[src/rtl/core/ors_pkg.sv]
`timescale 1ns / 1ps
// Shared types and constants for the 1-Wire ROM search stepper.
// No dependencies; every other file in rtl/core refers to this package.
package ors_pkg;

   // Default ROM code length in bits, and the width of a bit position (1..64, plus 64 preset).
   localparam int ID_BITS_DEF = 64;
   localparam int POS_W       = 7;
   localparam int FDISC_W     = 4;
   localparam int CMD_W       = 2;
   localparam int STATUS_W    = 3;
   localparam int BYTE_W      = 8;

   // Discrepancy preset by a family-prefix restart, and the first position past the family byte.
   localparam logic [POS_W-1:0] PREFIX_DISC  = POS_W'(64);
   localparam logic [POS_W-1:0] FAMILY_LIMIT = POS_W'(9);

   typedef enum logic [CMD_W-1:0] {
      CMD_RESTART = 2'd0,
      CMD_PREFIX  = 2'd1,
      CMD_BEGIN   = 2'd2,
      CMD_BITS    = 2'd3
   } cmd_type;

   typedef enum logic [STATUS_W-1:0] {
      ST_ACK        = 3'd0,
      ST_SEND       = 3'd1,
      ST_WRITE      = 3'd2,
      ST_FOUND      = 3'd3,
      ST_NONE       = 3'd4,
      ST_WRITE_NONE = 3'd5,
      ST_REJECT     = 3'd6
   } status_type;

   // Request payload as held in the input register.
   typedef struct packed {
      logic [CMD_W-1:0]  command;
      logic [BYTE_W-1:0] fam_byte;
      logic              presence;
      logic [BYTE_W-1:0] search_opcode;
      logic              id_bit;
      logic              complement_bit;
   } req_item_type;

   // Search bookkeeping carried from one step to the next (ROM image kept apart).
   typedef struct packed {
      logic [POS_W-1:0]   last_disc;
      logic               last_dev;
      logic [FDISC_W-1:0] fam_disc;
      logic [POS_W-1:0]   bit_pos;
      logic [POS_W-1:0]   zero_mark;
      logic               pass_active;
   } ctl_state_type;

   // Narrow result fields of one step (device address travels apart).
   typedef struct packed {
      status_type         status;
      logic               write_bit;
      logic [BYTE_W-1:0]  send_byte;
      logic               last_device;
      logic [FDISC_W-1:0] family_discrepancy;
   } rsp_item_type;

endpackage

[src/rtl/core/ors_req_if.sv]
`timescale 1ns / 1ps
// Request channel of the ROM search stepper: valid/ready plus one command item.
// Depends on ors_pkg for field widths.
interface ors_req_if;
   logic                        valid;
   logic                        ready;
   logic [ors_pkg::CMD_W-1:0]   command;
   logic [ors_pkg::BYTE_W-1:0]  fam_byte;
   logic                        presence;
   logic [ors_pkg::BYTE_W-1:0]  search_opcode;
   logic                        id_bit;
   logic                        complement_bit;

   modport source (
      output valid, command, fam_byte, presence, search_opcode, id_bit, complement_bit,
      input  ready
   );
   modport sink (
      input  valid, command, fam_byte, presence, search_opcode, id_bit, complement_bit,
      output ready
   );
endinterface

[src/rtl/core/ors_rsp_if.sv]
`timescale 1ns / 1ps
// Response channel of the ROM search stepper: valid/ready plus one result item.
// Depends on ors_pkg for field widths and the default ROM code length.
interface ors_rsp_if #(
   parameter int ID_BITS = ors_pkg::ID_BITS_DEF
);
   logic                         valid;
   logic                         ready;
   logic [ors_pkg::STATUS_W-1:0] status;
   logic                         write_bit;
   logic [ors_pkg::BYTE_W-1:0]   send_byte;
   logic [ID_BITS-1:0]           device_address;
   logic                         last_device;
   logic [ors_pkg::FDISC_W-1:0]  family_discrepancy;

   modport source (
      output valid, status, write_bit, send_byte, device_address, last_device,
             family_discrepancy,
      input  ready
   );
   modport sink (
      input  valid, status, write_bit, send_byte, device_address, last_device,
             family_discrepancy,
      output ready
   );
endinterface

[src/rtl/core/ors_step.sv]
`timescale 1ns / 1ps
// Next-state and result logic for one search step, purely combinational.
// Depends on ors_pkg for the command, status and state types.
module ors_step #(
   parameter int ID_BITS = ors_pkg::ID_BITS_DEF
) (
   input  ors_pkg::req_item_type  item,
   input  ors_pkg::ctl_state_type ctl_q,
   input  logic [ID_BITS-1:0]     rom_q,
   output ors_pkg::ctl_state_type ctl_d,
   output logic [ID_BITS-1:0]     rom_d,
   output ors_pkg::rsp_item_type  result,
   output logic [ID_BITS-1:0]     dev_addr
);
   localparam int IDX_W = (ID_BITS > 1) ? $clog2(ID_BITS) : 1;

   function automatic ors_pkg::ctl_state_type clear_search(ors_pkg::ctl_state_type s);
      ors_pkg::ctl_state_type r;
      r             = s;
      r.last_disc   = '0;
      r.last_dev    = 1'b0;
      r.fam_disc    = '0;
      r.pass_active = 1'b0;
      return r;
   endfunction

   always_comb begin
      logic [ors_pkg::POS_W-1:0] pos;
      logic [IDX_W-1:0]          idx;
      logic                      dir;

      pos      = ctl_q.bit_pos;
      idx      = IDX_W'(pos - ors_pkg::POS_W'(1));
      dir      = 1'b0;
      ctl_d    = ctl_q;
      rom_d    = rom_q;
      dev_addr = '0;
      result.status    = ors_pkg::ST_ACK;
      result.write_bit = 1'b0;
      result.send_byte = '0;

      unique case (ors_pkg::cmd_type'(item.command))
         ors_pkg::CMD_RESTART: begin
            rom_d = '0;
            ctl_d = clear_search(ctl_q);
         end
         ors_pkg::CMD_PREFIX: begin
            rom_d           = ID_BITS'(item.fam_byte);
            ctl_d           = clear_search(ctl_q);
            ctl_d.last_disc = ors_pkg::PREFIX_DISC;
         end
         ors_pkg::CMD_BEGIN: begin
            if (ctl_q.last_dev || !item.presence) begin
               ctl_d         = clear_search(ctl_q);
               result.status = ors_pkg::ST_NONE;
            end else begin
               ctl_d.pass_active = 1'b1;
               ctl_d.bit_pos     = ors_pkg::POS_W'(1);
               ctl_d.zero_mark   = '0;
               result.status     = ors_pkg::ST_SEND;
               result.send_byte  = item.search_opcode;
            end
         end
         ors_pkg::CMD_BITS: begin
            priority if (!ctl_q.pass_active) begin
               result.status = ors_pkg::ST_REJECT;
            end else if (item.id_bit && item.complement_bit) begin
               ctl_d         = clear_search(ctl_q);
               result.status = ors_pkg::ST_NONE;
            end else begin
               if (item.id_bit != item.complement_bit) begin
                  dir = item.id_bit;
               end else begin
                  // Both devices answer: follow the previous path below the last fork, take one at it, zero above.
                  if (pos < ctl_q.last_disc) begin
                     dir = rom_q[idx];
                  end else begin
                     dir = (pos == ctl_q.last_disc);
                  end
                  if (!dir) begin
                     ctl_d.zero_mark = pos;
                     if (pos < ors_pkg::FAMILY_LIMIT) begin
                        ctl_d.fam_disc = ors_pkg::FDISC_W'(pos);
                     end
                  end
               end
               rom_d[idx]       = dir;
               result.write_bit = dir;
               result.status    = ors_pkg::ST_WRITE;

               if (pos >= ors_pkg::POS_W'(ID_BITS)) begin
                  ctl_d.pass_active = 1'b0;
                  ctl_d.bit_pos     = ors_pkg::POS_W'(1);
                  ctl_d.last_disc   = ctl_d.zero_mark;
                  if (ctl_d.zero_mark == '0) begin
                     ctl_d.last_dev = 1'b1;
                  end
                  if (rom_d[7:0] == 8'd0) begin
                     ctl_d         = clear_search(ctl_d);
                     result.status = ors_pkg::ST_WRITE_NONE;
                  end else begin
                     result.status = ors_pkg::ST_FOUND;
                     dev_addr      = rom_d;
                  end
               end else begin
                  ctl_d.bit_pos = pos + ors_pkg::POS_W'(1);
               end
            end
         end
      endcase

      result.last_device        = ctl_d.last_dev;
      result.family_discrepancy = ctl_d.fam_disc;
   end
endmodule

[src/rtl/core/onewire_rom_search_stepper.sv]
`timescale 1ns / 1ps
// Top level of the 1-Wire ROM search stepper: input register, step logic, result register.
// Depends on ors_pkg, ors_req_if, ors_rsp_if and ors_step.
//
//   channel   | dir | payload
//   ----------+-----+---------------------------------------------------------------
//   req_chan  | in  | command, fam_byte, presence, search_opcode, id_bit,
//             |     | complement_bit
//   rsp_chan  | out | status, write_bit, send_byte, device_address, last_device,
//             |     | family_discrepancy
//
// One request transfer per cycle is taken unless the response stalls; each produces
// exactly one response transfer. The item first sits in the input register, then the
// step logic updates the search state and loads the result register, which drives valid.
// Reset (synchronous, active high) empties both registers, clears the search state and
// sets the bit position to one. A stalled response holds the result register and the
// input register; the request side keeps taking transfers while either register has room.
module onewire_rom_search_stepper #(
   parameter int ID_BITS = ors_pkg::ID_BITS_DEF
) (
   input logic           clock,
   input logic           reset,
   ors_req_if.sink       req_chan,
   ors_rsp_if.source     rsp_chan
);
   // Input register
   logic                  in_valid_ff;
   ors_pkg::req_item_type in_item_ff;

   // Search state
   ors_pkg::ctl_state_type ctl_ff;
   ors_pkg::ctl_state_type ctl_in;
   logic [ID_BITS-1:0]     rom_ff;
   logic [ID_BITS-1:0]     rom_in;

   // Result register
   logic                  rsp_valid_ff;
   ors_pkg::rsp_item_type rsp_item_ff;
   ors_pkg::rsp_item_type rsp_item_in;
   logic [ID_BITS-1:0]    rsp_addr_ff;
   logic [ID_BITS-1:0]    rsp_addr_in;

   logic advance;
   logic step_fire;
   logic req_fire;

   // Result register frees up when empty or when its transfer completes this cycle.
   assign advance   = !rsp_valid_ff || rsp_chan.ready;
   assign step_fire = in_valid_ff && advance;
   assign req_chan.ready = !in_valid_ff || advance;
   assign req_fire  = req_chan.valid && req_chan.ready;

   ors_step #(
      .ID_BITS (ID_BITS)
   ) u_step (
      .item     (in_item_ff),
      .ctl_q    (ctl_ff),
      .rom_q    (rom_ff),
      .ctl_d    (ctl_in),
      .rom_d    (rom_in),
      .result   (rsp_item_in),
      .dev_addr (rsp_addr_in)
   );

   // Input register: load on every request transfer, drain when the step fires.
   always_ff @(posedge clock) begin
      if (reset) begin
         in_valid_ff <= 1'b0;
      end else if (req_chan.ready) begin
         in_valid_ff <= req_chan.valid;
      end
   end

   always_ff @(posedge clock) begin
      if (req_fire) begin
         in_item_ff.command        <= req_chan.command;
         in_item_ff.fam_byte       <= req_chan.fam_byte;
         in_item_ff.presence       <= req_chan.presence;
         in_item_ff.search_opcode  <= req_chan.search_opcode;
         in_item_ff.id_bit         <= req_chan.id_bit;
         in_item_ff.complement_bit <= req_chan.complement_bit;
      end
   end

   // Search state advances only when a step fires, so a stall leaves it untouched.
   always_ff @(posedge clock) begin
      if (reset) begin
         ctl_ff.last_disc   <= '0;
         ctl_ff.last_dev    <= 1'b0;
         ctl_ff.fam_disc    <= '0;
         ctl_ff.bit_pos     <= ors_pkg::POS_W'(1);
         ctl_ff.zero_mark   <= '0;
         ctl_ff.pass_active <= 1'b0;
         rom_ff             <= '0;
      end else if (step_fire) begin
         ctl_ff <= ctl_in;
         rom_ff <= rom_in;
      end
   end

   // Result register: refill when free, hold while stalled.
   always_ff @(posedge clock) begin
      if (reset) begin
         rsp_valid_ff <= 1'b0;
      end else if (advance) begin
         rsp_valid_ff <= in_valid_ff;
      end
   end

   always_ff @(posedge clock) begin
      if (step_fire) begin
         rsp_item_ff <= rsp_item_in;
         rsp_addr_ff <= rsp_addr_in;
      end
   end

   assign rsp_chan.valid              = rsp_valid_ff;
   assign rsp_chan.status             = rsp_item_ff.status;
   assign rsp_chan.write_bit          = rsp_item_ff.write_bit;
   assign rsp_chan.send_byte          = rsp_item_ff.send_byte;
   assign rsp_chan.device_address     = rsp_addr_ff;
   assign rsp_chan.last_device        = rsp_item_ff.last_device;
   assign rsp_chan.family_discrepancy = rsp_item_ff.family_discrepancy;

   // Bit position stays within the ROM code between steps.
   a_bit_pos_range: assert property (@(posedge clock) disable iff (reset)
      ctl_ff.bit_pos >= ors_pkg::POS_W'(1) && ctl_ff.bit_pos <= ors_pkg::POS_W'(ID_BITS))
      else $error("bit position out of range");

   // A found device never carries a zero family byte.
   a_found_family: assert property (@(posedge clock) disable iff (reset)
      rsp_valid_ff && rsp_item_ff.status == ors_pkg::ST_FOUND |-> rsp_addr_ff[7:0] != 8'd0)
      else $error("found device with zero family byte");

   // Any ending with no device clears the search summary reported alongside it.
   a_none_clears: assert property (@(posedge clock) disable iff (reset)
      rsp_valid_ff && (rsp_item_ff.status == ors_pkg::ST_NONE ||
                       rsp_item_ff.status == ors_pkg::ST_WRITE_NONE)
      |-> !rsp_item_ff.last_device && rsp_item_ff.family_discrepancy == '0)
      else $error("search state not cleared on none");

   // A rejected bit pair leaves the search state as it was.
   a_reject_holds: assert property (@(posedge clock) disable iff (reset)
      step_fire && rsp_item_in.status == ors_pkg::ST_REJECT |=> $stable(ctl_ff) && $stable(rom_ff))
      else $error("rejected bit pair changed search state");
endmodule
[src/flat_wrapper.sv]
// flat-port wrapper written by rule: the top's interface ports become plain ports
module onewire_rom_search_stepper_flat 
#(
   parameter int ID_BITS = ors_pkg::ID_BITS_DEF
)
  (clock, reset, req_chan_valid, req_chan_command, req_chan_fam_byte, req_chan_presence, req_chan_search_opcode, req_chan_id_bit, req_chan_complement_bit, req_chan_ready, rsp_chan_valid, rsp_chan_status, rsp_chan_write_bit, rsp_chan_send_byte, rsp_chan_device_address, rsp_chan_last_device, rsp_chan_family_discrepancy, rsp_chan_ready);
  ors_req_if req_chan_i ();
  ors_rsp_if #(.ID_BITS(ID_BITS)) rsp_chan_i ();
  input logic clock;
  input logic reset;
  input wire logic [$bits(req_chan_i.valid)-1:0] req_chan_valid;
  input wire logic [$bits(req_chan_i.command)-1:0] req_chan_command;
  input wire logic [$bits(req_chan_i.fam_byte)-1:0] req_chan_fam_byte;
  input wire logic [$bits(req_chan_i.presence)-1:0] req_chan_presence;
  input wire logic [$bits(req_chan_i.search_opcode)-1:0] req_chan_search_opcode;
  input wire logic [$bits(req_chan_i.id_bit)-1:0] req_chan_id_bit;
  input wire logic [$bits(req_chan_i.complement_bit)-1:0] req_chan_complement_bit;
  output wire logic [$bits(req_chan_i.ready)-1:0] req_chan_ready;
  output wire logic [$bits(rsp_chan_i.valid)-1:0] rsp_chan_valid;
  output wire logic [$bits(rsp_chan_i.status)-1:0] rsp_chan_status;
  output wire logic [$bits(rsp_chan_i.write_bit)-1:0] rsp_chan_write_bit;
  output wire logic [$bits(rsp_chan_i.send_byte)-1:0] rsp_chan_send_byte;
  output wire logic [$bits(rsp_chan_i.device_address)-1:0] rsp_chan_device_address;
  output wire logic [$bits(rsp_chan_i.last_device)-1:0] rsp_chan_last_device;
  output wire logic [$bits(rsp_chan_i.family_discrepancy)-1:0] rsp_chan_family_discrepancy;
  input wire logic [$bits(rsp_chan_i.ready)-1:0] rsp_chan_ready;
  assign req_chan_i.valid = req_chan_valid;
  assign req_chan_i.command = req_chan_command;
  assign req_chan_i.fam_byte = req_chan_fam_byte;
  assign req_chan_i.presence = req_chan_presence;
  assign req_chan_i.search_opcode = req_chan_search_opcode;
  assign req_chan_i.id_bit = req_chan_id_bit;
  assign req_chan_i.complement_bit = req_chan_complement_bit;
  assign req_chan_ready = req_chan_i.ready;
  assign rsp_chan_valid = rsp_chan_i.valid;
  assign rsp_chan_status = rsp_chan_i.status;
  assign rsp_chan_write_bit = rsp_chan_i.write_bit;
  assign rsp_chan_send_byte = rsp_chan_i.send_byte;
  assign rsp_chan_device_address = rsp_chan_i.device_address;
  assign rsp_chan_last_device = rsp_chan_i.last_device;
  assign rsp_chan_family_discrepancy = rsp_chan_i.family_discrepancy;
  assign rsp_chan_i.ready = rsp_chan_ready;
  onewire_rom_search_stepper #(.ID_BITS(ID_BITS)) u_core (.clock(clock), .reset(reset), .req_chan(req_chan_i), .rsp_chan(rsp_chan_i));
endmodule
[config.mk]
export PLATFORM = sky130hd
export DESIGN_NAME = onewire_rom_search_stepper_flat
export DESIGN_NICKNAME = d
export VERILOG_FILES = /design/src/rtl/core/ors_pkg.sv /design/src/rtl/core/ors_req_if.sv /design/src/rtl/core/ors_rsp_if.sv /design/src/rtl/core/ors_step.sv /design/src/rtl/core/onewire_rom_search_stepper.sv /design/src/flat_wrapper.sv
export SDC_FILE = /design/constraint.sdc
export NUM_CORES = 1
export LEC_CHECK = 0
export BUFFER_PORTS_ARGS = -buffer_cell sky130_fd_sc_hd__buf_2
export CORE_UTILIZATION = 59
export DETAILED_ROUTE_END_ITERATION = 12
export PLACE_DENSITY_LB_ADDON = 0.05
export SLEW_MARGIN = 20
export SYNTH_ARGS = -nofsm -noshare
export SYNTH_HDL_FRONTEND = slang
export SYNTH_SLANG_ARGS = --single-unit
[constraint.sdc]
create_clock -name clock -period 4.6 [get_ports clock]
set_input_delay 0.46 -clock clock [delete_from_list [all_inputs] [get_ports clock]]
set_output_delay 0.46 -clock clock [all_outputs]
set_load 0.02 [all_outputs]
### Word-level counts from Yosys, hierarchy flattened

Index checks and enable logic that the tools add are counted.

* add/sub/neg operators: 2
* order comparisons: 5
* equal/unequal tests: 10
* multiplexer cells: 41
* bitwise operators: 6
* reductions and logical operators: 20

Operator list (number)
* $pmux W64 S3: 1
* $mux W64: 2
* $pmux W27 S4: 1
* $mux W27: 3
* $bwmux W64: 1
* $mux W7: 6
* $mux W12: 2
* $mux W15: 1
* $mux W3: 5
* $mux W1: 12
* $mux W4: 3
* $logic_not A8 Y1: 1
* $mux W8: 1
* $reduce_and A4 Y1: 2
* $add A7 B1 Y7 const B: 1
* $eq A7 B7 Y1: 1
* $ge A7 B7 Y1 const B: 1
* $logic_not A7 Y1: 1
* $lt A6 B7 Y1 const B: 1
* $lt A7 B4 Y1 const B: 1
* $lt A7 B7 Y1: 1
* $bmux W1 S6: 1
* $demux W1 S6: 1
* $ge A6 B1 Y1 const B: 1
* 18 further kinds: 33

* bits in registers: 195
* bits of input ports: 25
* output and inout bits: 83
* word-level logic and storage cells: 105

### Logic depth before layout (Yosys ltp)

Gate-level depths: netlist of the first run.

* depth in word-level cells: 20
* gate-level depth with buffers: 15

### By module

A second synthesis of the first run with hierarchy kept.

* cell total of the unflattened synthesis: 1200
* area, all modules: 11437.2 um^2

By module, submodules not included
* onewire_rom_search_stepper: times used 1, cells each 506, area each 7241.9 um^2, sequential area each 4924.7 um^2
* ors_step: times used 1, cells each 694, area each 4195.3 um^2, sequential area each 0.0 um^2

### Worst setup path after synthesis of the first run

OpenSTA, ideal clock, no wires.

* path kind: flip-flop to flip-flop
* start: reg u_core.rsp_valid_ff, in the netlist u_core.rsp_chan.valid
* end: reg u_core.ctl_ff[24] (netlist bit)
* library setup time: 0.069 ns
* arrival: 3.653 ns
* data required time: 4.531 ns
* slack: 0.878 ns
* stages on the path, launching flop included: 7
* clock period less this slack: 3.722 ns
* path through: dfxtp_1 -> nor2b_1 -> nand2b_1 -> inv_1 -> o21ai_0 -> or4_4 -> o21ai_1

* longest elaborated chain between the ends: 4

Ends and longest elaborated chain
* from (decl): RTL line onewire_rom_search_stepper.sv:37 `logic rsp_valid_ff;`
* from (signal assigned): RTL line onewire_rom_search_stepper.sv:106 `rsp_valid_ff <= in_valid_ff;`
* $logic_not A1 Y1: RTL line onewire_rom_search_stepper.sv:48 `assign advance = !rsp_valid_ff || rsp_chan.ready;`
* $logic_or A1 B1 Y1: RTL line onewire_rom_search_stepper.sv:48
* $logic_and A1 B1 Y1: RTL line onewire_rom_search_stepper.sv:49 `assign step_fire = in_valid_ff && advance;`
* net u_core.step_fire: RTL line onewire_rom_search_stepper.sv:44 `logic step_fire;`
* $reduce_and A4 Y1 (no source line)
* to (signal assigned): RTL line onewire_rom_search_stepper.sv:96 `ctl_ff <= ctl_in;`
* to (decl): RTL line onewire_rom_search_stepper.sv:31 `ors_pkg::ctl_state_type ctl_ff;`

The timed path passes the listed nets, and every way through them passes these cells.
A chain may end at the register's enable or synchronous reset.

### Worst setup path after layout of the first run

* start: reg u_core.ctl_ff[9] (netlist bit)
* end: reg u_core.rom_ff[34]

* longest elaborated chain between the ends: 16
* elaborated cells on any way between the ends: 23

Ends and longest elaborated chain
* $sub A6 B1 Y6: RTL line ors_step.sv:33 `idx = IDX_W'(pos - ors_pkg::POS_W'(1));`
* $bmux W1 S6: RTL line ors_step.sv:76 `dir = rom_q[idx];`
* $mux W1 (not written as such): RTL line ors_step.sv:76
* $mux W1: RTL line ors_step.sv:75 `if (pos < ctl_q.last_disc) begin`
* $mux W1: RTL line ors_step.sv:71 `if (item.id_bit != item.complement_bit) begin`
* $mux W1: RTL line ors_step.sv:67 `end else if (item.id_bit && item.complement_bit) begin`
* $mux W1: RTL line ors_step.sv:65 `priority if (!ctl_q.pass_active) begin`
* $mux W1: RTL line ors_step.sv:42 `unique case (ors_pkg::cmd_type'(item.command))`
* $mux W1: RTL line ors_step.sv:71
* $mux W1: RTL line ors_step.sv:67
* $mux W1: RTL line ors_step.sv:65
* $mux W1: RTL line ors_step.sv:42
* $bwmux W64 (*): RTL line ors_step.sv:87 `rom_d[idx] = dir;`
* $mux W64 (*): RTL line ors_step.sv:67
* $mux W64 (*): RTL line ors_step.sv:65
* $pmux W64 S3 (*): RTL line ors_step.sv:42
* to (signal assigned): RTL line onewire_rom_search_stepper.sv:97 `rom_ff <= rom_in;`
* to (decl): RTL line onewire_rom_search_stepper.sv:33 `logic [ID_BITS-1:0] rom_ff;`

Mark *: on every way between the ends. The rest lies on a longest branch, timed or not. The select of a mux whose other input is x is not followed.

==> metrics.md, run 1 <==
| Metric | Value |
|---|---|
| Outcome | `finished, final reports clean` |
| WP data required | `4.94 ns` |
| Cells along the critical path | `inv_1, ha_1, mux2i_1, mux4_2, and2_1, a311oi_1, o21ai_1, o21ai_4, nand3_2, buf_12, o32ai_2` |
| Final setup TNS | `0 ns` |
| Dominant cells by area after synthesis | `edfxtp_1 30%, dfxtp_1 19%, o32ai_2 6.5%` |
| Max-Cap Viols | `0` |
| Synth Cell Area | `10000 sq um` |
| Routability cong. | `0.911` |
| Via count | `8325` |
| Routed WL | `25700 um` |
| Top FF cell, synth | `edfxtp_1` |
| XOR/XNOR share of the synthesized area | `0.00772` |
| # diodes | `0` |
| Nets | `1133` |
| CP peak stage delay | `0.85 ns` |
| Clock latency on the worst-skew pair | `0.44 ns` |
| Die area | `17600 sq um` |
| First-pass GRT wire length | `41200 um` |
| P_leak | `4.07 nW` |
| Combinational power share | `0.088` |
| First drt pass iteration count | `8` |
| Mux cell area share after synthesis | `0.0343` |
| Min-Delay Path Class | `in -> reg` |
| Sequential share of power | `0.509` |
| Sequential area share after synthesis | `0.490` |
| CP endpoint kind | `register` |
| Most common cell after layout, fill and taps aside | `nor2_1` |
| Final Hold Fails | `0` |
| Pwr dens | `325 nW/um^2` |
| Synth Area in Simple Gates | `0.189` |
| Design Area, Final | `11400 sq um` |
| Die height | `132 um` |
| Largest net degree at the start of global routing | `100` |
| CP max-delay cell | `o21ai_4` |
| Critical path arrival | `4.37 ns` |
| Area of the core | `16600 sq um` |
| Max Fanout on Critical Path | `56` |
| Vias in the first global route | `7887` |
| Area Overhead vs Synth | `13.4%` |
| Sw frac | `0.261` |
| Adder-cell share of the synthesized area | `0.0125` |
| RSZ-0062 raised after global routing | `false` |
| Reg2reg setup slack | `0.57 ns` |
| Reg2Reg Depth | `11` |
| Initial drt markers | `982` |
| Maximum buffer depth of the clock tree | `2` |
| Critical path type | `reg -> reg` |
| Area share of the largest cell type after synthesis | `0.305` |
| Clock share of power | `0.403` |
| # resized after CTS | `0` |
| Cell variety after synth | `62` |
| Async set-or-reset flop fraction in the synthesized netlist | `0` |
| Synth warnings | `0` |
| Worst slew margin | `0.269` |
| Largest family of logic cells by synthesized area | `compound AO/OA/AOI/OAI gates` |
| Met3 routed WL | `1700 um` |
| CTS clock-pin slew for the worst setup and hold paths | `0.07 ns` |
| Compound-cell area share of the yosys netlist | `0.224` |
| Htree depth | `4` |
| Psw | `0.965 mW` |
| Post-CTS Hold Buffers | `0` |
| Post-DP Area | `10800 sq um` |
| Final period utilization | `0.877` |
| Worst r2r src | `u_core.ctl_ff[9]` |
| Crit Reg-Reg Endpoint | `u_core.rom_ff[34]` |
| M1 wire length | `11100 um` |
| Area leader, netlist | `edfxtp_1` |
| TritonCTS clock tree | `built` |
| Post-route ant nets | `0` |
| Syn avg cell area | `9.81 sq um` |
| Metal2 WL | `12200 um` |
| Worst setup path startpoint | `u_core.ctl_ff[9]` |
| Gate Count Post-Synth | `1024` |
| Slew Limit Fails | `0` |
| Slew @ Worst Pin | `1.09 ns` |
| Internal power | `2.73 mW` |
| Ports | `108` |
| HPWL after detailed placement | `16300 um` |
| # setup viols final | `0` |
| CP Launch Type | `register` |
| Initial antenna violation count | `0` |
| Net Count, Synth | `1059` |
| Post-route DRC | `0` |
| Commonest non-fill, non-tap cells in the layout | `159 x nor2_1, 106 x buf_2, 102 x edfxtp_1, 93 x dfxtp_1, 89 x nand2_1` |
| Worst vdd ir | `286 uV` |
| Count of flip-flops with a built-in enable after synthesis | `102` |
| Postcts setup bufs | `0` |
| Via density | `6.25` |
| Starting Density | `0.606` |
| Layout cells sized above 1 | `0.208` |
| Gr ovfl total | `0` |
| Crit path to | `u_core.rom_ff[34]` |
| IO Port Bufs | `107` |
| Std cell rows | `47` |
| Worst Skew | `0.00866 ns` |
| CTS buffer count | `17` |
| Max frequency | `248 MHz` |
| Root Driver | `clkbuf_16` |
| Final min period | `4.03 ns` |
| GRT Util Overall | `0.298` |
| Die width | `132 um` |
| Top layer in use | `met4` |
| Wire per inst | `19.3 um` |
| Clock sink count | `195` |
| Post-synthesis sequential element count | `195` |
-- worst max-delay path: cells and delay by family (launching register included) --
| kind | cells | cell delay (ns) |
|---|---|---|
| flops | 1 | 0.33 |
| buf+inv | 2 | 0.36 |
| compound gates | 4 | 1.58 |
| mux | 2 | 0.62 |
| fa+ha+maj | 1 | 0.62 |
| simple gates | 2 | 0.40 |
-- cell usage after synthesis (3+ instances only) --
library cell	number
o32ai_1	21
nand2b_1	63
o2bb2ai_1	4
xor2_1	4
buf_1	9
dfxtp_1	93
edfxtp_1	102
a221oi_1	9
o211ai_1	3
nor2_1	159
nand2_1	89
o21ai_0	17
mux2_2	3
nor4_1	7
a22oi_1	55
inv_1	19
o21ai_1	9
nor2b_1	14
xnor2_1	3
nor3_1	8
and3_1	13
or3_1	6
o32ai_2	40
o31ai_1	9
ha_1	10
a21o_1	3
mux4_2	4
buf_6	4
clkbuf_1	52
a21oi_1	75
a22o_1	7
nand4_1	6
nand3_1	24
buf_2	16
a31oi_1	4
mux2i_1	22
and2_1	5
-- power groups by stage --
stage / clock [mW] / sequential (mW) / combinational [mW]
5_1_grt: 1.58 / 1.88 / 0.350
4_1_cts: 1.51 / 1.88 / 0.324
6_report: 1.49 / 1.88 / 0.327
3_5_place_dp: 0 / 1.92 / 0.321
2_1_floorplan: 0 / 1.96 / 0.182
3_3_place_gp: 0 / 1.92 / 0.317
-- stage by stage --
stage          instances   util  hold slack, ns  setup slack [ns]  power, mW
3_5_place_dp        1299  0.651           0.441             0.666       2.24
2_1_floorplan       1024      -           0.428             0.878       2.14
6_report            1331  0.687           0.194             0.565       3.70
4_1_cts             1331  0.687           0.180             0.639       3.71
3_3_place_gp        1298  0.650           0.439             0.739       2.24
5_1_grt             1331  0.687           0.180             0.272       3.81
-- metal layers --
layer,vias to the layer above,global-route usage
met1,3978,0.402
met3,54,0.0529
met4,0,0.119
met2,356,0.479
met5,-,0
li1,3937,-
-- state kept, by name, summed over array words and instances (netlist names) --
signal / cells
u_core.rsp_chan.family_discrepancy: 4
u_core.rsp_chan.last_device: 1
u_core.rsp_chan.send_byte: 8
u_core.rsp_chan.device_address: 64
u_core.in_valid_ff: 1
u_core.rsp_chan.valid: 1
u_core.rsp_chan.status: 3
u_core.rom_ff: 64
u_core.rsp_chan.write_bit: 1
u_core.ctl_ff: 27
u_core.in_item_ff: 21
-- cell families (layout without fill, tap and decap cells) --
logic type / after synthesis / in the layout
adders and majority gates: 10 / 10
AOI/OAI and AO/OA: 278 / 278
buffers and inverters: 100 / 187
xor gates and xnor gates: 8 / 8
and+or+nand+nor: 404 / 404
DFF: 195 / 195
muxes: 29 / 29
-- worst min-delay path by stage --
stage | cells past startpoint | endpoint | slack [ns] | from
2_1_floorplan | 2 | u_core.ctl_ff[25] | 0.43 | u_core.ctl_ff[25]
4_1_cts | 1 | u_core.in_item_ff[6] | 0.18 | req_chan_search_opcode[4]
5_1_grt | 1 | u_core.in_item_ff[3] | 0.18 | req_chan_search_opcode[1]
3_3_place_gp | 2 | u_core.ctl_ff[22] | 0.44 | u_core.ctl_ff[22]
3_5_place_dp | 2 | u_core.ctl_ff[22] | 0.44 | u_core.ctl_ff[22]
6_report | 1 | u_core.in_item_ff[7] | 0.19 | req_chan_search_opcode[5]
-- area by class of cell --
type / instances / area [sq um]
Fill cell: 1287 / 5190
Sequential cell: 195 / 4920
Multi-Input combinational cell: 729 / 4740
Timing Repair Buffer: 136 / 788
Clock buffer: 17 / 425
Tap cell: 220 / 275
Clock inverter: 15 / 163
Inverter: 19 / 72.6
(Power assumes the default switching activity.)
==> run 2, diff against run 1 <==
Settings changed: ABC_AREA set to 1.
==> metrics.md, run 2 <==
| Metric | Value |
|---|---|
| Std cell rows | `45` |
| Gate Count Post-Synth | `1122` |
| Root Driver | `clkbuf_16` |
| Die area | `16300 sq um` |
| IO Port Bufs | `107` |
| Worst Skew | `0.00866 ns` |
| Clock latency on the worst-skew pair | `0.44 ns` |
| Worst slew margin | `0.334` |
| Final period utilization | `0.914` |
| Synth Cell Area | `9310 sq um` |
| Die width | `128 um` |
| Slew Limit Fails | `0` |
| Htree depth | `4` |
| Post-synth top cells | `245 x nor2_1, 223 x nand2_1, 102 x edfxtp_1` |
| Outcome | `finished, final reports clean` |
| Postcts setup bufs | `0` |
| Max Fanout on Critical Path | `37` |
| Via count | `8006` |
| Worst vdd ir | `274 uV` |
| CP peak stage delay | `0.50 ns` |
| Ports | `108` |
| Area leader, netlist | `edfxtp_1` |
| GRT Util Overall | `0.288` |
| Post-DP Area | `9930 sq um` |
| M1 wire length | `10200 um` |
| Commonest non-fill, non-tap cells in the layout | `245 x nor2_1, 223 x nand2_1, 107 x buf_2, 102 x edfxtp_1, 93 x dfxtp_1` |
| CTS buffer count | `17` |
| Dominant cells by area after synthesis | `edfxtp_1 33%, dfxtp_1 20%, nor2_1 9.9%` |
| Async set-or-reset flop fraction in the synthesized netlist | `0` |
| Final min period | `4.21 ns` |
| TritonCTS clock tree | `built` |
| Area of the core | `15300 sq um` |
| Largest delay contributor family on the critical path | `simple AND/OR/NAND/NOR gates` |
| Routability cong. | `0.872` |
| Gr ovfl total | `0` |
| Final setup TNS | `0 ns` |
| Layout cells sized above 1 | `0.144` |
| Net Count, Synth | `1157` |
| HPWL after detailed placement | `14300 um` |
| Hold Crit Start | `req_chan_search_opcode[3]` |
| Post-route insts no fill | `1429` |
| Syn avg cell area | `8.30 sq um` |
| Routed WL | `22600 um` |
| Metal2 WL | `10200 um` |
| Clock sink count | `195` |
| Cell variety after synth | `33` |
| Critical path type | `reg -> reg` |
| # setup viols final | `0` |
| WP buf/inv | `4` |
| # resized after CTS | `0` |
| Slew @ Worst Pin | `0.998 ns` |
| Vias in the first global route | `7299` |
| Maximum buffer depth of the clock tree | `2` |
| Post-CTS Hold Buffers | `0` |
| Synth warnings | `0` |
| CP Launch Type | `register` |
| Worst r2r src | `u_core.ctl_ff[9]` |
| CP max-delay cell | `dfxtp_1` |
| Nets | `1240` |
| Via density | `5.60` |
| Pwr dens | `350 nW/um^2` |
| Min-Delay Path Class | `in -> reg` |
| Wire per inst | `15.8 um` |
| First-pass GRT wire length | `36700 um` |
| Most frequent cell after synthesis | `nor2_1` |
| Crit Reg-Reg Endpoint | `u_core.rsp_chan.device_address[16]` |
| Initial drt markers | `838` |
| Met3 routed WL | `1630 um` |
| Post-route ant nets | `0` |
| Count of flip-flops with a built-in enable after synthesis | `102` |
| Critical path arrival | `4.39 ns` |
| Final Hold Fails | `0` |
| Die height | `128 um` |
| Max frequency | `238 MHz` |
| Hold path depth | `1` |
| Area share of the largest cell type after synthesis | `0.329` |
| Post-placement cell count | `1397` |
| Design Area, Final | `10500 sq um` |
| RSZ-0062 raised after global routing | `false` |
| Most common cell after layout, fill and taps aside | `nor2_1` |
| Initial antenna violation count | `0` |
| # diodes | `0` |
| CTS clock-pin slew for the worst setup and hold paths | `0.07 ns` |
| Cells along the critical path | `inv_1, ha_1, inv_1, nand2_1, nand2_1, inv_2, nand3_1, nand3_1, nand3_1, nand3_1, nand3_2, nand2_4, nand2_2, nand2_1, nand2_1, nand2_1, nor2_1, nand2_1, nand3_2, buf_12, nor2_1` |
| WP data required | `4.79 ns` |
| Top FF cell, synth | `edfxtp_1` |
| Post-synthesis sequential element count | `195` |
| First drt pass iteration count | `5` |
| Final Core Density | `0.685` |
| Post-route DRC | `0` |
| Min-Delay Endpoint | `u_core.in_item_ff[5]` |
| Post-layout power | `3.67 mW` |
| Critical path's most frequent cell | `nand2_1` |
| Starting Density | `0.608` |
| Largest net degree at the start of global routing | `86` |
| Reg2Reg Depth | `21` |
| Max-Cap Viols | `0` |
| Top layer in use | `met4` |
| Sequential area share after synthesis | `0.529` |
| Reg2reg setup slack | `0.39 ns` |
| P_leak | `3.83 nW` |
| CP endpoint kind | `register` |
| Area Overhead vs Synth | `12.7%` |
[run 2: cell types whose count changed in the layout (fill, tap and decap cells not counted), sizes merged, moves of 16 or more]
cell     delta
buf        -16
mux2i      -22
nand2b     -63
nand2     +137
nand3      +71
o32ai      -61
a2bb2oi    +55
a22oi      -55
inv        +55
o21ai      +51
nor2       +87
a21oi      -38
[run 2: metal layers]
| metal | track usage | up-vias |
|---|---|---|
| li1 | - | 3926 |
| met1 | 0.406 | 3688 |
| met4 | 0.108 | 0 |
| met2 | 0.445 | 335 |
| met5 | 0 | - |
| met3 | 0.0536 | 57 |
[run 2: per-stage QoR]
step | setup WS (ns) | hold slack [ns]
after global placement | 0.757 | 0.453
after detailed placement | 0.573 | 0.453
after global routing | 0.152 | 0.181
after CTS | 0.499 | 0.186
after floorplan | 1.30 | 0.442
final | 0.394 | 0.188
[run 2: kinds of logic (layout without fill, tap and decap cells)]
group | count (synthesis) | count (layout) | synth area share
simple gates | 582 | 582 | 0.256
buf+inv | 142 | 238 | 0.0666
xor+xnor | 3 | 3 | 0.00685
compound gates | 190 | 190 | 0.128
flops | 195 | 195 | 0.529
fa+ha+maj | 10 | 10 | 0.0134
[run 2: power breakdown]
part           internal (mW)  leakage (nW)  switching [mW]
registers               1.88          1.72          0.0159
logic                 0.0858          1.83           0.244
clock network          0.796         0.276           0.648
total                   2.76          3.83           0.908
[run 2: area by class of cell]
type,instances,area [sq um]
Clock buffer,18,429
Clock inverter,14,136
Fill cell,1304,4820
Inverter,86,324
Multi-Input combinational cell,785,3770
Sequential cell,195,4920
Tap cell,211,264
Timing Repair Buffer,120,646
[run 2: how the worst max path moves through the flow]
stage	start	to	slack [ns]	cells past startpoint
after global placement	u_core.ctl_ff[9]	u_core.rsp_chan.device_address[9]	0.76	21
after global routing	u_core.ctl_ff[9]	u_core.rsp_chan.device_address[54]	0.15	21
after floorplan	rsp_chan_ready	u_core.ctl_ff[0]	1.30	6
after CTS	u_core.ctl_ff[9]	u_core.rsp_chan.device_address[16]	0.50	20
after detailed placement	u_core.ctl_ff[9]	u_core.rsp_chan.device_address[16]	0.57	21
final	u_core.ctl_ff[9]	u_core.rsp_chan.device_address[16]	0.39	21
